File: src/ipv6_ext_header_skipper_defines.svh
// -----------------------------------------------------------------------------
// ipv6_ext_header_skipper_defines.svh
// Assertion macros for the IPv6 extension header skipper. The including
// module must have clk and rst_n in scope.
// -----------------------------------------------------------------------------
`ifndef IPV6_EXT_HEADER_SKIPPER_DEFINES_SVH
`define IPV6_EXT_HEADER_SKIPPER_DEFINES_SVH

`ifndef ASSERT_OFF
// Same-cycle implication
`define IHS_ASSERT_NOW(label, ante, cons) \
    label: assert property (@(posedge clk) disable iff (!rst_n) (ante) |-> (cons)) \
        else $error("ihs assertion failed");
// Next-cycle implication
`define IHS_ASSERT_NEXT(label, ante, cons) \
    label: assert property (@(posedge clk) disable iff (!rst_n) (ante) |=> (cons)) \
        else $error("ihs assertion failed");
`else
`define IHS_ASSERT_NOW(label, ante, cons)
`define IHS_ASSERT_NEXT(label, ante, cons)
`endif

`endif

File: src/ihs_pkg.sv
// -----------------------------------------------------------------------------
// ihs_pkg
// Shared types, protocol numbers and offset sizing for the IPv6 extension
// header skipper.
// -----------------------------------------------------------------------------
package ihs_pkg;

    localparam int OFFSET_BITS = 16;
    // Accumulator holds a 16-bit start offset or an offset up to the limit,
    // plus one carry bit for the overflow check.
    localparam int ACC_W = ((OFFSET_BITS > 16) ? OFFSET_BITS : 16) + 1;
    localparam logic [ACC_W-1:0] OFFSET_MAX = ACC_W'((64'd1 << OFFSET_BITS) - 64'd1);

    localparam logic [7:0] NH_HOP      = 8'd0;
    localparam logic [7:0] NH_ROUTING  = 8'd43;
    localparam logic [7:0] NH_FRAGMENT = 8'd44;
    localparam logic [7:0] NH_AUTH     = 8'd51;
    localparam logic [7:0] NH_NONE     = 8'd59;
    localparam logic [7:0] NH_DEST     = 8'd60;

    localparam logic STATUS_OK  = 1'b0;
    localparam logic STATUS_ERR = 1'b1;

    typedef struct packed {
        logic [7:0]  data_byte;
        logic        first_of_packet;
        logic        last_of_packet;
        logic [7:0]  initial_next_header;
        logic [15:0] start_offset;
    } in_word_t;

    typedef struct packed {
        logic        status;
        logic [7:0]  final_next_header;
        logic [15:0] end_offset;
    } out_word_t;

    function automatic logic is_ext(input logic [7:0] nh);
        return nh inside {NH_HOP, NH_ROUTING, NH_FRAGMENT, NH_AUTH, NH_NONE, NH_DEST};
    endfunction

endpackage

File: src/ihs_in_if.sv
// -----------------------------------------------------------------------------
// ihs_in_if
// Valid/ready channel carrying one packet byte word.
// -----------------------------------------------------------------------------
interface ihs_in_if;
    logic             valid;
    logic             ready;
    ihs_pkg::in_word_t data;

    modport source (output valid, output data, input ready);
    modport sink   (input valid, input data, output ready);
endinterface

File: src/ihs_out_if.sv
// -----------------------------------------------------------------------------
// ihs_out_if
// Valid/ready channel carrying one chain walk result word.
// -----------------------------------------------------------------------------
interface ihs_out_if;
    logic              valid;
    logic              ready;
    ihs_pkg::out_word_t data;

    modport source (output valid, output data, input ready);
    modport sink   (input valid, input data, output ready);
endinterface

File: src/ipv6_ext_header_skipper.sv
// -----------------------------------------------------------------------------
// ipv6_ext_header_skipper: IPv6 extension header chain walker
// Takes one packet byte word per cycle while no result waits untaken; the
// result word for the byte that resolves the chain passes through the input
// register, then the result register.
// Asynchronous active-low reset empties both registers and idles until a first byte.
// -----------------------------------------------------------------------------
module ipv6_ext_header_skipper (
    input  logic       clk,
    input  logic       rst_n,
    ihs_in_if.sink     pkt,
    ihs_out_if.source  result
);

    ihs_in_if held ();

    ihs_in_reg u_in_reg (
        .clk   (clk),
        .rst_n (rst_n),
        .pkt   (pkt),
        .held  (held)
    );

    ihs_walker u_walker (
        .clk    (clk),
        .rst_n  (rst_n),
        .held   (held),
        .result (result)
    );

endmodule

File: src/ihs_in_reg.sv
// -----------------------------------------------------------------------------
// ihs_in_reg
// Input register stage: captures one byte word per cycle while empty or while
// the walker takes the held word, and hands it to the chain walker.
// -----------------------------------------------------------------------------
module ihs_in_reg (
    input  logic       clk,
    input  logic       rst_n,
    ihs_in_if.sink     pkt,
    ihs_in_if.source   held
);

    logic              valid_reg;
    logic              valid_next;
    ihs_pkg::in_word_t word_reg;

    // Take a new word when empty or when the held word moves on
    assign pkt.ready  = !valid_reg || held.ready;
    assign held.valid = valid_reg;
    assign held.data  = word_reg;

    always_comb
    begin
        if (pkt.valid && pkt.ready)
        begin
            valid_next = 1'b1;
        end
        else if (held.ready)
        begin
            valid_next = 1'b0;
        end
        else
        begin
            valid_next = valid_reg;
        end
    end

    always_ff @(posedge clk or negedge rst_n)
    begin
        if (!rst_n)
        begin
            valid_reg <= 1'b0;
        end
        else
        begin
            valid_reg <= valid_next;
        end
    end

    always_ff @(posedge clk)
    begin
        if (pkt.valid && pkt.ready)
        begin
            word_reg <= pkt.data;
        end
    end

endmodule

File: src/ihs_walker.sv
// -----------------------------------------------------------------------------
// ihs_walker
// Extension header chain state and result register: one byte word per
// cycle while no result waits untaken, one result word per packet.
// -----------------------------------------------------------------------------
`include "ipv6_ext_header_skipper_defines.svh"

module ihs_walker (
    input  logic       clk,
    input  logic       rst_n,
    ihs_in_if.sink     held,
    ihs_out_if.source  result
);

    localparam int AW = ihs_pkg::ACC_W;

    logic [7:0]    nh_reg,   nh_next;
    logic [AW-1:0] acc_reg,  acc_next;
    logic [11:0]   bih_reg,  bih_next;
    logic [11:0]   hl_reg,   hl_next;
    logic [7:0]    pend_reg, pend_next;
    logic [7:0]    fh_reg,   fh_next;
    logic          done_reg, done_next;

    logic               res_valid_reg;
    ihs_pkg::out_word_t res_word_reg;
    ihs_pkg::out_word_t res_word_next;

    logic          go;
    logic          step;
    logic          hit;
    logic [AW-1:0] acc_sum;
    logic [15:0]   frag_word;

    // Hold the stream while a result waits and is not taken
    assign go         = !res_valid_reg || result.ready;
    assign step       = held.valid && go;
    assign held.ready = go;

    assign result.valid = res_valid_reg;
    assign result.data  = res_word_reg;

    always_comb
    begin
        nh_next       = nh_reg;
        acc_next      = acc_reg;
        bih_next      = bih_reg;
        hl_next       = hl_reg;
        pend_next     = pend_reg;
        fh_next       = fh_reg;
        done_next     = done_reg;
        hit           = 1'b0;
        acc_sum       = '0;
        frag_word     = {fh_reg, held.data.data_byte};
        res_word_next = '0;

        if (step)
        begin
            if (held.data.first_of_packet)
            begin
                nh_next   = held.data.initial_next_header;
                acc_next  = AW'(held.data.start_offset);
                bih_next  = '0;
                hl_next   = '0;
                pend_next = '0;
                fh_next   = '0;
                done_next = 1'b0;
                if (acc_next > ihs_pkg::OFFSET_MAX)
                begin
                    hit           = 1'b1;
                    res_word_next = '{ihs_pkg::STATUS_ERR, nh_next, acc_next[15:0]};
                end
                else if (nh_next == ihs_pkg::NH_NONE)
                begin
                    hit           = 1'b1;
                    res_word_next = '{ihs_pkg::STATUS_ERR, nh_next, acc_next[15:0]};
                end
                else if (!ihs_pkg::is_ext(nh_next))
                begin
                    hit           = 1'b1;
                    res_word_next = '{ihs_pkg::STATUS_OK, nh_next, acc_next[15:0]};
                end
            end

            if (!hit && !done_next)
            begin
                if (bih_next == 12'd0)
                begin
                    pend_next = held.data.data_byte;
                end
                else if (bih_next == 12'd1)
                begin
                    if (nh_next == ihs_pkg::NH_FRAGMENT)
                    begin
                        hl_next = 12'd8;
                    end
                    else if (nh_next == ihs_pkg::NH_AUTH)
                    begin
                        hl_next = (12'(held.data.data_byte) + 12'd2) << 2;
                    end
                    else
                    begin
                        hl_next = (12'(held.data.data_byte) + 12'd1) << 3;
                    end
                end
                else if (nh_next == ihs_pkg::NH_FRAGMENT && bih_next == 12'd2)
                begin
                    fh_next = held.data.data_byte;
                end
                else if (nh_next == ihs_pkg::NH_FRAGMENT && bih_next == 12'd3)
                begin
                    // Stop at a fragment that is not the first one
                    if (frag_word[15:3] != 13'd0)
                    begin
                        hit           = 1'b1;
                        res_word_next = '{ihs_pkg::STATUS_OK, ihs_pkg::NH_FRAGMENT,
                                          acc_next[15:0]};
                    end
                end

                if (!hit)
                begin
                    if (bih_next != 12'd0 && ({1'b0, bih_next} + 13'd1) >= {1'b0, hl_next})
                    begin
                        // End of this header: advance to the next one
                        acc_sum = acc_next + AW'(hl_next);
                        if (acc_sum > ihs_pkg::OFFSET_MAX)
                        begin
                            hit           = 1'b1;
                            res_word_next = '{ihs_pkg::STATUS_ERR, nh_next, acc_next[15:0]};
                        end
                        else
                        begin
                            acc_next = acc_sum;
                            nh_next  = pend_next;
                            bih_next = '0;
                            if (nh_next == ihs_pkg::NH_NONE)
                            begin
                                hit           = 1'b1;
                                res_word_next = '{ihs_pkg::STATUS_ERR, nh_next,
                                                  acc_next[15:0]};
                            end
                            else if (!ihs_pkg::is_ext(nh_next))
                            begin
                                hit           = 1'b1;
                                res_word_next = '{ihs_pkg::STATUS_OK, nh_next,
                                                  acc_next[15:0]};
                            end
                        end
                    end
                    else
                    begin
                        bih_next = bih_next + 12'd1;
                    end

                    // Packet ended before the chain resolved
                    if (!hit && held.data.last_of_packet)
                    begin
                        hit           = 1'b1;
                        res_word_next = '{ihs_pkg::STATUS_ERR, nh_next, acc_next[15:0]};
                    end
                end
            end

            if (hit)
            begin
                done_next = 1'b1;
            end
        end
    end

    always_ff @(posedge clk or negedge rst_n)
    begin
        if (!rst_n)
        begin
            nh_reg        <= '0;
            acc_reg       <= '0;
            bih_reg       <= '0;
            hl_reg        <= '0;
            pend_reg      <= '0;
            fh_reg        <= '0;
            done_reg      <= 1'b1;
            res_valid_reg <= 1'b0;
        end
        else
        begin
            nh_reg   <= nh_next;
            acc_reg  <= acc_next;
            bih_reg  <= bih_next;
            hl_reg   <= hl_next;
            pend_reg <= pend_next;
            fh_reg   <= fh_next;
            done_reg <= done_next;
            if (step)
            begin
                res_valid_reg <= hit;
            end
            else if (result.ready)
            begin
                res_valid_reg <= 1'b0;
            end
        end
    end

    always_ff @(posedge clk)
    begin
        if (step && hit)
        begin
            res_word_reg <= res_word_next;
        end
    end

    `IHS_ASSERT_NEXT(a_result_ends_walk, step && hit, done_reg && res_valid_reg)
    `IHS_ASSERT_NOW(a_stall_on_full_result, res_valid_reg && !result.ready, !step)
    `IHS_ASSERT_NOW(a_byte_count_in_header, !done_reg && bih_reg > 12'd1, bih_reg < hl_reg)
    `IHS_ASSERT_NOW(a_offset_in_range, !done_reg, acc_reg <= ihs_pkg::OFFSET_MAX)

endmodule
File: src/flat_wrapper.sv
// flat-port wrapper written by rule: the top's interface ports become plain ports
module ipv6_ext_header_skipper_flat 
  (clk, rst_n, pkt_valid, pkt_data, pkt_ready, result_valid, result_data, result_ready);
  ihs_in_if pkt_i ();
  ihs_out_if result_i ();
  input  logic clk;
  input  logic rst_n;
  input wire logic [$bits(pkt_i.valid)-1:0] pkt_valid;
  input wire logic [$bits(pkt_i.data)-1:0] pkt_data;
  output wire logic [$bits(pkt_i.ready)-1:0] pkt_ready;
  output wire logic [$bits(result_i.valid)-1:0] result_valid;
  output wire logic [$bits(result_i.data)-1:0] result_data;
  input wire logic [$bits(result_i.ready)-1:0] result_ready;
  assign pkt_i.valid = pkt_valid;
  assign pkt_i.data = pkt_data;
  assign pkt_ready = pkt_i.ready;
  assign result_valid = result_i.valid;
  assign result_data = result_i.data;
  assign result_i.ready = result_ready;
  ipv6_ext_header_skipper u_core (.clk(clk), .rst_n(rst_n), .pkt(pkt_i), .result(result_i));
endmodule
File: config.mk
export PLATFORM = sky130hd
export DESIGN_NAME = ipv6_ext_header_skipper_flat
export DESIGN_NICKNAME = d
export VERILOG_FILES = /design/src/ihs_pkg.sv /design/src/ihs_in_if.sv /design/src/ihs_out_if.sv /design/src/ipv6_ext_header_skipper.sv /design/src/ihs_in_reg.sv /design/src/ihs_walker.sv /design/src/flat_wrapper.sv
export VERILOG_INCLUDE_DIRS = /design/src /design/src/src
export SDC_FILE = /design/constraint.sdc
export NUM_CORES = 1
export LEC_CHECK = 0
export CORE_MARGIN = 1
export CORE_UTILIZATION = 50
export DETAILED_ROUTE_END_ITERATION = 16
export DONT_BUFFER_PORTS = 1
export GPL_TIMING_DRIVEN = 1
export HOLD_SLACK_MARGIN = 0.05
export PLACE_DENSITY = 0.77
export SYNTH_ARGS = -nofsm -noshare
export SYNTH_HDL_FRONTEND = slang
export SYNTH_HIERARCHICAL = 1
export SYNTH_SLANG_ARGS = --single-unit
File: constraint.sdc
create_clock -name clk -period 6.2 [get_ports clk]
set_input_delay 0.62 -clock clk [delete_from_list [all_inputs] [get_ports clk]]
set_output_delay 0.62 -clock clk [all_outputs]
set_load 0.02 [all_outputs]
After elaboration in Yosys (flattened, before gate mapping)
Index checks and enable logic that the tools add are counted.
W data, S select, Z words.
{ "word_totals": {"reg_bits": 127, "wordCells": 144, "in_bits": 38} }
{ "op_classes": {"magnitude_cmp": 2, "mux": 81, "reduce_logical": 24, "n_addsub": 5, "n_eq_ne": 15} }
{ "ops": {"columns": ["cell", "n"], "rows": [
  ["$mux W25", 14],
  ["$mux W12", 14],
  ["$mux W8", 16],
  ["$mux W17", 6],
  ["$eq A8 B6 Y1 const B", 12],
  ["$mux W1", 30],
  ["$eq A12 B2 Y1 const B", 2],
  ["$mux W24", 1],
  ["$add A17 B12 Y17", 1],
  ["$gt A17 B16 Y1 const B", 1],
  ["$logic_not A8 Y1", 2],
  ["$add A12 B1 Y13 const B", 1],
  ["$ge A13 B12 Y1", 1],
  ["$reduce_bool A13 Y1", 1],
  ["$add A12 B1 Y12 const B", 1],
  ["$eq A12 B1 Y1 const B", 1],
  ["$logic_not A12 Y1", 1],
  ["$reduce_bool A12 Y1", 1],
  ["$reduce_bool A6 Y1", 2],
  ["$add A8 B1 Y9 const B", 1],
  ["$add A8 B2 Y9 const B", 1],
  ["$logic_and A1 B1 Y1", 8],
  ["$logic_not A1 Y1", 5],
  ["$reduce_bool A2 Y1", 2],
  ["$logic_or A1 B1 Y1", 2]
]} }

Depth between registers and ports, before layout
{ "depth": {"word_depth": 27, "mapped_depth": 29} }

Modules after synthesis
The synthesis kept the hierarchy.
{ "by_module_without_submodules": {"columns": ["module", "cells_per_inst", "n_inst", "area_each_um2"], "rows": [
  ["ihs_walker", 951, 1, 7910.1],
  ["ihs_in_reg", 38, 1, 1074.8]
]} }

Worst setup path before layout
Ideal clock, no wire load.
{ "synth_path": {"path_type": "register -> register", "startpoint": "register u_core.u_in_reg.word_reg, in the netlist u_core/u_in_reg/held.data[25]", "endpoint": "register u_core.u_walker.res_word_reg, in the netlist u_core/u_walker/result.data[0] (enable)", "t_arrival_ps": 6168, "path_slack_ps": -377, "stages_incl_launch_ff": 26, "setup_ps": 408, "path_cell_list": "edfxtp_1 -> buf_4 -> buf_4 -> buf_4 -> clkbuf_1 -> nor2b_1 -> inv_1 -> ha_1 -> buf_2 -> nor2b_1 -> buf_2 -> a41oi_2 -> clkbuf_1 -> a32o_1 -> ha_1 -> a21o_1 -> a21o_1 -> a21oi_1 -> and2_1 -> a21boi_0 -> o21ai_0 -> o211a_1 -> buf_6 -> a21oi_1 -> nor3_1 -> nor2_1"} }
{ "synth_between": {"elab_chain_cells": 24} }
{ "synth_lines": {"columns": ["item", "line", "text"], "rows": [
  ["start: declaration", "ihs_in_reg.sv:15", "ihs_pkg::in_word_t word_reg;"],
  ["start signal: assignment", "ihs_in_reg.sv:54", "word_reg <= pkt.data;"],
  ["$mux W8", "ihs_walker.sv:59", "if (held.data.first_of_packet)"],
  ["$mux W8", "ihs_walker.sv:57", "if (step)"],
  ["$eq A8 B6 Y1", "ihs_walker.sv:97", "else if (nh_next == ihs_pkg::NH_AUTH)"],
  ["$mux W12", "ihs_walker.sv:97", null],
  ["$mux W12", "ihs_walker.sv:93", "if (nh_next == ihs_pkg::NH_FRAGMENT)"],
  ["$mux W12", "ihs_walker.sv:91", "else if (bih_next == 12'd1)"],
  ["$mux W12", "ihs_walker.sv:87", "if (bih_next == 12'd0)"],
  ["$mux W12", "ihs_walker.sv:85", "if (!hit && !done_next)"],
  ["[7 not listed]", null, null],
  ["$mux W1", "ihs_walker.sv:57", null],
  ["$logic_not A1 Y1", "ihs_walker.sv:157", "if (!hit && held.data.last_of_packet)"],
  ["$logic_and A1 B1 Y1", "ihs_walker.sv:157", null],
  ["$mux W1", "ihs_walker.sv:157", null],
  ["$mux W1", "ihs_walker.sv:121", "if (!hit)"],
  ["$mux W1 *", "ihs_walker.sv:85", null],
  ["$mux W1 * (2 in a row)", "ihs_walker.sv:57", null],
  ["$logic_and A1 B1 Y1 *", "ihs_walker.sv:207", "if (step && hit)"],
  ["end signal: assignment", "ihs_walker.sv:209", "res_word_reg <= res_word_next;"],
  ["end: declaration", "ihs_walker.sv:26", "ihs_pkg::out_word_t res_word_reg;"]
]} }
Every way passes the cells marked *; elsewhere a longest branch is shown, timed or not. The select of a mux whose other input is x is not followed.
A chain may end at the register's enable or synchronous reset.

Worst setup path in the final report
{ "layout_path": {"startpoint": "register u_core.u_in_reg.word_reg, in the netlist u_core/u_in_reg/held.data[18]", "endpoint": "register u_core.u_walker.res_word_reg, in the netlist u_core/u_walker/result.data[10], data pin"} }
{ "layout_between": {"elab_chain_cells": 21} }
{ "layout_lines": {"columns": ["item", "line"], "rows": [
  ["$mux W8", "ihs_walker.sv:59"],
  ["$mux W8", "ihs_walker.sv:57"],
  ["$eq A8 B6 Y1", "ihs_walker.sv:97"],
  ["$mux W12", "ihs_walker.sv:97"],
  ["$mux W12", "ihs_walker.sv:93"],
  ["$mux W12", "ihs_walker.sv:91"],
  ["$mux W12", "ihs_walker.sv:87"],
  ["$mux W12", "ihs_walker.sv:85"],
  ["[5 not listed]", null],
  ["$mux W1", "ihs_walker.sv:121"],
  ["$mux W1", "ihs_walker.sv:85"],
  ["$mux W1", "ihs_walker.sv:57"],
  ["$logic_not A1 Y1", "ihs_walker.sv:157"],
  ["$logic_and A1 B1 Y1", "ihs_walker.sv:157"],
  ["$mux W25", "ihs_walker.sv:157"],
  ["$mux W25", "ihs_walker.sv:121"],
  ["$mux W25 *", "ihs_walker.sv:85"]
]} }
Marked as above.

==> run metrics <==
nets@finish 1045; die height ~140 microns; RSZ-0062 raised after global routing false; H-tree depth 4; dpl hpwl 19830 microns; Post-Syn Nets about 1100; arrival time at the worst endpoint 5.99 ns; layout cell share with drive strength beyond 1 12.45%; Post-synth EDFFs 59; worst setup path category reg2reg; Final GP Congestion 1.013; Top Ports 65; worst skew pair latency roughly 0.43 ns; Design Area, Final 0.009952 sq mm; post-synthesis sequential area ratio 38.67%; clock buffer depth 2; Root Buffer clkbuf_16; worst-margin pin slew 1.206 ns; initial antenna violation count 1; fin crit share 93.70%; most frequent cells in the layout 134 x nand2_1, 67 x dfrtp_1, 62 x o21ai_0; CTS Buf Count 17; DRT Pass-1 Iters 8; grt met1 use a little over two fifths; die area 0.01851 sq mm; 1st-iter DRT viols 1014; post-synthesis mux area share 4.052%; most area-consuming cells after synthesis edfxtp_1 20%, dfrtp_1 19%, nand2_1 5.6%, o21ai_0 3.5%, ha_1 3.3%; Final Total Pwr 0.003930 W; pin count of the biggest net entering global routing 69; clock period minus worst slack roughly 5.8 ns; Most used DFF post-synth dfrtp_1; Slew Limit Headroom between 10% and 20%; largest family of logic cells by synthesized area compound AO/OA/AOI/OAI gates; FFs w/ async S/R, synth 53.54%; CTS tree built; IO Port Bufs 0; num rows 48; leading cell type in the layout, fill and taps excluded nand2_1; vias per inst approximately 7; Crit. End Element flop; Total GRT Usage 32.00%; Initial Utilization 51.59%; M3 GR Usage 7.010%; die width 136.1 microns; Sink Count 127; post-synthesis register bit count 127; CP max FO 11; clock skew 0.009201 ns; XOR/XNOR share of the synthesized area 3.871%; first-pass GRT wire length 44530 microns; Max-Cap Viols 0; Syn Inst Count 989; Max Fclk 172.1 MHz; detailed-route via count 8489; pwr dens 394.9 mW/mm^2; Core Area 0.01742 sq mm; area leader, netlist edfxtp_1; Peak VDD IR 0.3026 mV; Final ANT Viol Nets 0; Synth Area in Simple Gates about a fifth; max FFs per register 34; Avg Cell Area, Syn approximately 9 sq um; Placement Cell Area about 0.0092 sq mm; Routed Wire Length 28850 microns; DR WL/cell 23.61 microns; setup TNS 0 ns; Hold Fails Final Rpt 0; number of global-route vias before repair 7927; Hold Path Class in2async; grt peak-use layer met2; fraction of the mapped netlist area in adder cells 3.593%; clk slew on worst S/H paths ~0.060 ns; Post-Syn Area 0.008985 sq mm; grt total ovfl 0; P_leak around 4.0 nW; Fin Hold WS 0.08684 ns; final slew viol count 0; outcome complete, no violations; routing usage on met2 47.57%; Synth Area in Compound Gates 25.36%; setup violators final 0; Synth cell types 100; CP Data Required Time roughly 6.4 ns; Synth top area share between 15 and 20%; area added between synthesis and finish 10.76%; Synth warnings 6; DRC Markers 0; Startpoint Class flop; final core utilization 57.14%
-- critical path, stage by stage, from the launching register on --
cell and delay [ns]:
edfxtp_1 0.49, nand4b_1 0.33, or3_1 0.53, nand2_1 0.26, nor2_1 0.12, a221oi_1 0.25
a21oi_1 0.07, a32o_1 0.32, ha_1 0.32, a21o_1 0.16, a21o_1 0.17, a21oi_1 0.15
and2_1 0.22, a21boi_0 0.36, a211o_4 0.21, o211a_1 0.39, a21oi_1 0.15, nor2_1 0.60
o211ai_1 0.18, a32o_1 0.28
-- worst paths after layout --
kind / from / to / slack, ns / cells past startpoint
max in group asynchronous: rst_n / u_core/u_walker/done_reg$_DFFE_PN1P_ / 5.78 / 1
setup reg to reg: u_core/u_in_reg/held.data[18]$_DFFE_PP_ / u_core/u_walker/result.data[10]$_SDFFCE_PN0P_ / 0.39 / 19
hold reg to reg: u_core/u_walker/acc_reg[11]$_DFFE_PN0P_ / u_core/u_walker/acc_reg[11]$_DFFE_PN0P_ / 0.48 / 2
hold / removal: rst_n / u_core/u_walker/pend_reg[3]$_DFFE_PN0P_ / 0.09 / 1
min in group clk: pkt_data[15] / u_core/u_in_reg/held.data[15]$_DFFE_PP_ / 0.29 / 0
setup / recovery: u_core/u_in_reg/held.data[18]$_DFFE_PP_ / u_core/u_walker/result.data[10]$_SDFFCE_PN0P_ / 0.39 / 19
-- stage by stage --
stage / setup slack (ns) / std cells
4_1_cts: 0.4180 / 1221
3_3_place_gp: 0.5866 / 1188
2_1_floorplan: 0.04373 / 989
5_1_grt: 0.02351 / 1222
6_report: 0.3909 / 1222
3_5_place_dp: 0.4440 / 1188
-- layer usage --
metal / vias up / share of wire [%]
met4: 0 / 4.9
li1: 3743 / -
met2: 595 / 43
met1: 4028 / 42
met5: - / 0
met3: 123 / 10
-- cell usage after synthesis (6+ instances only) --
cell type,instances
o211ai_1,11
nor2b_1,8
buf_2,12
o21ai_0,62
nor3_1,22
inv_1,29
dfrtp_1,67
a31oi_1,13
clkbuf_1,37
or3_1,6
and3_1,15
nand3_1,36
xor2_1,14
a211oi_1,10
nor2_1,57
a21boi_0,6
or2_2,7
edfxtp_1,59
xnor2_1,22
a32o_1,16
nand2b_1,9
ha_1,24
a21oi_1,59
and2_1,11
o21ai_1,29
a32oi_1,8
nor4_1,12
nand2_1,134
mux2_2,11
a21o_1,8
mux2i_1,24
nand4_1,9
a22o_1,18
a221oi_1,6
-- power by group --
group | switching, W | internal (W) | total [W]
logic | 0.000985 | 0.000526 | 0.00151
registers | 0.000191 | 0.00109 | 0.00128
clock network | 0.000392 | 0.000747 | 0.00114
total | 0.00157 | 0.00236 | 0.00393
-- kinds of logic (layout without fill, tap and decap cells) --
group / Yosys count / in the layout
AND/OR/NAND/NOR: 358 / 358
buffers and inverters: 89 / 96
adder cells (fa/ha/maj): 26 / 26
AO/OA/AOI/OAI: 316 / 316
flip-flops: 127 / 127
multiplexers: 35 / 35
XOR/XNOR: 38 / 38
other: 0 / 1
-- what timing repair did --
| action | 4_1_cts | 5_1_grt |
|---|---|---|
| hold buffers | 1 | 0 |
| setup endpoints to repair | 0 | 2 |
| hold endpoints to repair | 68 | 0 |
| buffers inserted | 0 | 0 |
| gates resized for setup | 0 | 1 |
-- area by class of cell --
type	count	area (sq um)
multi-input combinational	773	5125
clock buffer	22	506.7
antenna	1	2.502
timing repair buffer	35	282.8
tap	225	281.5
clock inverter	10	170.2
sequential	127	3475
fill	1520	7465
inverter	29	108.9
Note: power is estimated with default switching activity, not from simulation.
